### src/hdl/wisu_pkg.sv
// ----------------------------------------------------------------------------
// wisu_pkg
// Shared types, widths and codes of the weighted index sampler.
// ----------------------------------------------------------------------------
package wisu_pkg;

	// table geometry
	localparam int ENTRIES = 256;
	localparam int IDX_W   = $clog2(ENTRIES);
	localparam int CNT_W   = IDX_W + 1;
	localparam int SUM_W   = 40;
	localparam int WGT_W   = 32;
	localparam int RAND_W  = 32;

	// select tree: leaves per first-level group
	localparam int GROUP  = 16;
	localparam int GROUPS = ENTRIES / GROUP;

	localparam logic [SUM_W-1:0] SUM_MAX = {SUM_W{1'b1}};

	// operation codes
	localparam logic [1:0] MODE_CLEAR  = 2'd0;
	localparam logic [1:0] MODE_APPEND = 2'd1;
	localparam logic [1:0] MODE_SAMPLE = 2'd2;
	localparam logic [1:0] MODE_REMOVE = 2'd3;

	// status codes
	localparam logic [1:0] STATUS_OK    = 2'd0;
	localparam logic [1:0] STATUS_EMPTY = 2'd1;
	localparam logic [1:0] STATUS_FULL  = 2'd2;

	typedef struct packed {
		logic [1:0]        mode;
		logic [WGT_W-1:0]  weight;
		logic [RAND_W-1:0] random_fraction;
	} cmd_t;

	typedef struct packed {
		logic [7:0]       index;
		logic [1:0]       status;
		logic [SUM_W-1:0] total;
	} res_t;

	// broadcast to every cell
	typedef struct packed {
		logic             load;
		logic             remove;
		logic [IDX_W-1:0] slot;
		logic [SUM_W-1:0] load_sum;
		logic [SUM_W-1:0] target;
		logic [SUM_W-1:0] rm_weight;
	} cell_ctrl_t;

	// what a cell offers to the select tree (zero unless it is the chosen one)
	typedef struct packed {
		logic [IDX_W-1:0] idx;
		logic [SUM_W-1:0] weight;
	} pick_t;

	typedef enum logic [2:0] {
		ST_IDLE,
		ST_EXEC,
		ST_TGT,
		ST_CMP,
		ST_PICK,
		ST_SEL,
		ST_REMOVE,
		ST_DONE
	} state_t;

endpackage

### src/hdl/wisu_cell.sv
// ----------------------------------------------------------------------------
// wisu_cell
// One table slot: holds a running sum, compares it with the target and
// detects the first slot at or above the target from its left neighbor.
// ----------------------------------------------------------------------------
module wisu_cell
	import wisu_pkg::*;
(
	input  logic             clk,
	input  cell_ctrl_t       ctrl,
	input  logic [IDX_W-1:0] slot_index,
	input  logic [CNT_W-1:0] count,
	input  logic [SUM_W-1:0] left_sum,
	input  logic             left_ge,
	output logic [SUM_W-1:0] sum,
	output logic             ge,
	output pick_t            pick
);

	logic [SUM_W-1:0] sum_q;
	logic             ge_q;
	logic             live;
	logic             first;

	// slot holds a table entry
	assign live = {1'b0, slot_index} < count;

	// compare against the broadcast target
	always_ff @(posedge clk) begin
		ge_q <= sum_q >= ctrl.target;
	end

	// load on append; on removal, live cells at or above the target shift down by the removed weight
	always_ff @(posedge clk) begin
		if (ctrl.load && (slot_index == ctrl.slot)) begin
			sum_q <= ctrl.load_sum;
		end else if (ctrl.remove && live && ge_q) begin
			sum_q <= sum_q - ctrl.rm_weight;
		end
	end

	// sums are monotone, so the first slot at or above target sees its left below
	assign first = live && ge_q && !left_ge;

	always_comb begin
		pick.idx    = first ? slot_index : '0;
		pick.weight = first ? (sum_q - left_sum) : '0;
	end

	assign sum = sum_q;
	assign ge  = ge_q;

endmodule

### config.mk
export PLATFORM = sky130hd
export DESIGN_NAME = wisu_cell
export DESIGN_NICKNAME = d
export VERILOG_FILES = /design/src/hdl/wisu_pkg.sv /design/src/hdl/wisu_cell.sv
export SDC_FILE = /design/constraint.sdc
export NUM_CORES = 1
export LEC_CHECK = 0
export BUFFER_PORTS_ARGS = -buffer_cell sky130_fd_sc_hd__buf_2
export CAP_MARGIN = 20
export CORE_AREA = 2 2 124 126
export CTS_BUF_LIST = sky130_fd_sc_hd__clkbuf_4 sky130_fd_sc_hd__clkbuf_8 sky130_fd_sc_hd__clkbuf_16
export DETAILED_ROUTE_END_ITERATION = 10
export DIE_AREA = 0 0 126 128
export GPL_ROUTABILITY_DRIVEN = 0
export GPL_TIMING_DRIVEN = 0
export MAX_ROUTING_LAYER = met4
export PLACE_DENSITY = 0.83
export SLEW_MARGIN = 20
export SYNTH_ARGS = -nofsm -noshare
export SYNTH_HDL_FRONTEND = slang
export SYNTH_SLANG_ARGS = --single-unit
### constraint.sdc
create_clock -name clk -period 3.7 [get_ports clk]
set_input_delay 0.185 -clock clk [delete_from_list [all_inputs] [get_ports clk]]
set_output_delay 0.185 -clock clk [all_outputs]
set_load 0.05 [all_outputs]
After elaboration in Yosys (flattened, before gate mapping)

Index checks and enable logic that the tools add are counted.

Register bits after elaboration: 41
Bits of input ports: 189
Output and inout bits: 89
Logic and storage cells: 18

$add $sub $neg: 2
$lt $le $gt $ge: 2
Equality and inequality tests: 1
Muxes and demuxes: 4
Reductions and logical operators: 7

Operator list:

| cell                                                  | count |
|---|---|
| 40-bit two-way mux                                    | 3 |
| 40-bit subtractor                                     | 2 |
| 40-bit greater-or-equal comparator                    | 1 |
| 8-bit by 9-bit less-than comparator with 1-bit output | 1 |
| 8-bit == test                                         | 1 |
| 8-bit two-way mux                                     | 1 |
| 1-bit logical AND                                     | 5 |
| 2-bit nonzero test                                    | 1 |
| 1-bit logical NOT                                     | 1 |

Logic depth before layout (Yosys ltp)

Depth after elaboration: 5
Mapped depth: 13

Least setup slack after synthesis

Ideal clock, no wire load.

Path type: reg2out
Start: register sum_q[20], in the netlist sum[20]
End: output pick[37] (netlist name)
Arrival time: 4,118 ps
Setup slack: -603 ps
Stages on the path, launching flop included: 11
Path buffers: 1
Cell sequence: edfxtp_1 ha_1 clkbuf_1 and3_1 nand3_1 nor3b_1 o21ai_1 a31oi_4 a21oi_1 o311ai_0 nor4b_1

RTL lines:

| item                   | RTL line        | text |
|---|---|---|
| start, declared        | wisu_cell.sv:20 | `logic [SUM_W-1:0] sum_q;` |
| start signal, assigned | wisu_cell.sv:36 | `sum_q <= ctrl.load_sum;` |
| start signal, assigned | wisu_cell.sv:38 | `sum_q <= sum_q - ctrl.rm_weight;` |
| end, declared          | wisu_cell.sv:17 | `output pick_t pick` |

==> qor.yml <==
r2r_slack_ns: 0.18
clock_skew_ns: 0.00396
clkLatencyLatePin_ns: 0.28
numCtsBuffers: 5
cts.sinks: 41
worstSetupPathType: "reg2out"
setup_violations: 0
worstRegToRegCells: 15
fill_cells: 1335
period_needed_ns: 3.62
total_power_w: 0.00345
dr.pass1.iters: 5
overflow: 0
status: "completed"
ys_ff_latch: 41
drive_gt1_frac: 0.265
clk_pin_slew_ns: 0.06
core_area_um2: 14900
die-height_um: 128
synth_ff_type: "edfxtp_1"
dieArea_um2: 16100
rsz0062_at_grt: "yes"
worstPathRequired_ns: 3.51
finish.utilization: 0.654
leakagePower_nw: 5.19
synth_common_cells: "148 x inv_1, 125 x ha_1, 83 x nand2_1, 78 x a21oi_1, 77 x o21ai_0"
synth_top_area_cell: "ha_1"
finalMaxSlewViolations: 0
ys.warnings.count: 0
grt_pass1_vias: 7739
synth_most_common_cell: "inv_1"
synth.top_cell.area_share: 0.206
die_w_um: 126
min_delay_path_depth: 3
cts_buffer_depth: 2
cts_root_buf: "clkbuf_16"
portBuffers: 277
finalNetCount: 1634
worst_pin_slew_ns: 1.07
via_per_inst: 5.69
ys_types: 63
cap_violations: 0
routed_wl_mm: 24.6
hpwlAfterDp_mm: 20.7
period_share: 0.979
syn_nets: 1330
syn_to_final_growth_pct: 27.9
relSlewSlack: 0.281
syn_area_per_cell_um2: 7.49
seq_area_frac_synth: 0.161
hold_viol_final: 0
grt_pass1_wl_mm: 37.6
yosys-top-cells-area: "ha_1 21%, edfxtp_1 16%, inv_1 7.3%"
hold_path.class: "in2reg"
synth-async-reset-ratio: 0
power.density_nw_per_um2: 355
crit_path_end_kind: "output pin"
antenna_left: 0
cts_tree: "built"
initial_utilization: 0.511
grt_max_degree: 27
row_count: 45
reg2reg_from: "sum[0]"
ctsHoldBuffers: 0
cp_max_fo: 4
antenna_found_initial: 2
crit_path_start_kind: "flip-flop"
hp-start: "ctrl[112]"
cts_max_level: 2
wl_per_cell_um: 16.3
synthesis.instances: 1014
synth_edf_count: 40
hold_ws_ns: 0.183
setup-tns-final_ns: 0
grt_usage: 0.294
ir_drop_v: 0.000221
io_pins: 278
post-route-drc-count: 0
holdPathEnd: "sum[32]"
arrival_ns: 3.44
r2r_end: "sum[32]"
syn-cell-area_um2: 7600
drtIter0Drc: 865
fmax_ghz: 0.276
vias: 8585
## critical path, stage by stage (launching register included)
cell,delay (ns)
edfxtp_1,0.40
inv_2,0.11
ha_4,0.14
inv_2,0.03
fa_2,0.36
a211o_1,0.31
a211oi_2,0.27
o21ai_2,0.10
or3_4,0.37
a211oi_2,0.23
nor2_2,0.09
a221oi_2,0.26
xor2_1,0.28
nor2_4,0.05
buf_8,0.16
## stage by stage
stage	cells	area [µm²]	worst slack [ns]
floorplan	1014	7620	0.00199
global placement	1479	9250	-0.242
detailed placement	1480	9280	-0.102
CTS	1493	9550	-0.0720
global route	1509	9720	-0.0771
finish	1509	9720	0.0778
## cell type report
class	instances	area (µm²)	area share
Tap cell	188	235	0.0242
Clock buffer	6	133	0.0136
Sequential cell	41	1220	0.126
Inverter	148	556	0.0571
Antenna cell	2	5.00	0.000515
Timing Repair Buffer	299	1590	0.164
Buffer	30	113	0.0116
Multi-Input combinational cell	793	5830	0.600
Clock inverter	2	33.8	0.00347
## power by group
group | switching, W | internal (W)
clock | 0.000163 | 0.000323
combinational | 0.00139 | 0.000858
sequential | 0.0000927 | 0.000620
total | 0.00165 | 0.00180
## metal layers
metal  track usage  vias up  routed length [µm]
met2         0.480      440               11400
met5             -        -                   0
met1         0.378     3840               10300
met3        0.0234       85                1840
met4         0.125        0                1080
li1              -     4220                   -
## logic make-up (layout without fill, tap and decap cells)
logic type,count (synthesis),count (layout),synth area share
mux,3,3,0.00444
simple gates,256,256,0.162
flops,41,41,0.161
fa+ha+maj,127,127,0.211
xor+xnor,81,81,0.0933
other cells,0,2,0
buf+inv,180,485,0.0891
compound gates,326,326,0.280
## placed cells by master, fill, tap and decap left out, types with 12 or more instances in the layout
cell type / synthesis / final
buf_2: 1 / 273
inv_1: 148 / 146
ha_1: 125 / 119
nand2_1: 83 / 83
o21ai_0: 77 / 77
a21oi_1: 78 / 76
a21o_1: 72 / 71
nor2_1: 69 / 66
xnor2_1: 43 / 43
edfxtp_1: 40 / 40
xor2_1: 38 / 38
clkbuf_1: 31 / 30
nand4_1: 28 / 28
buf_4: 0 / 23
o21bai_1: 16 / 16
nand3_1: 12 / 12
## registers in the layout, indices dropped and copies added (netlist names)
name / count
ge: 1
sum: 40
## how the worst max path moves through the flow
stage          depth (start not counted)  slack [ns]          start        to
2_1_floorplan                         12       0.002         sum[0]  pick[22]
3_3_place_gp                           7       -0.24  slot_index[1]   sum[33]
3_5_place_dp                          14       -0.10         sum[0]  pick[32]
4_1_cts                               14       -0.07         sum[0]  pick[32]
5_1_grt                               14       -0.08         sum[0]  pick[32]
6_report                              14        0.08         sum[0]  pick[32]
## what timing repair did
item                       4_1_cts  5_1_grt
buffers inserted                 5       16
resized for setup               16       20
cloned                           0        0
pin swaps                        5       13
setup endpoints to repair        7       20
No activity file was read; power rests on OpenSTA's default activity.
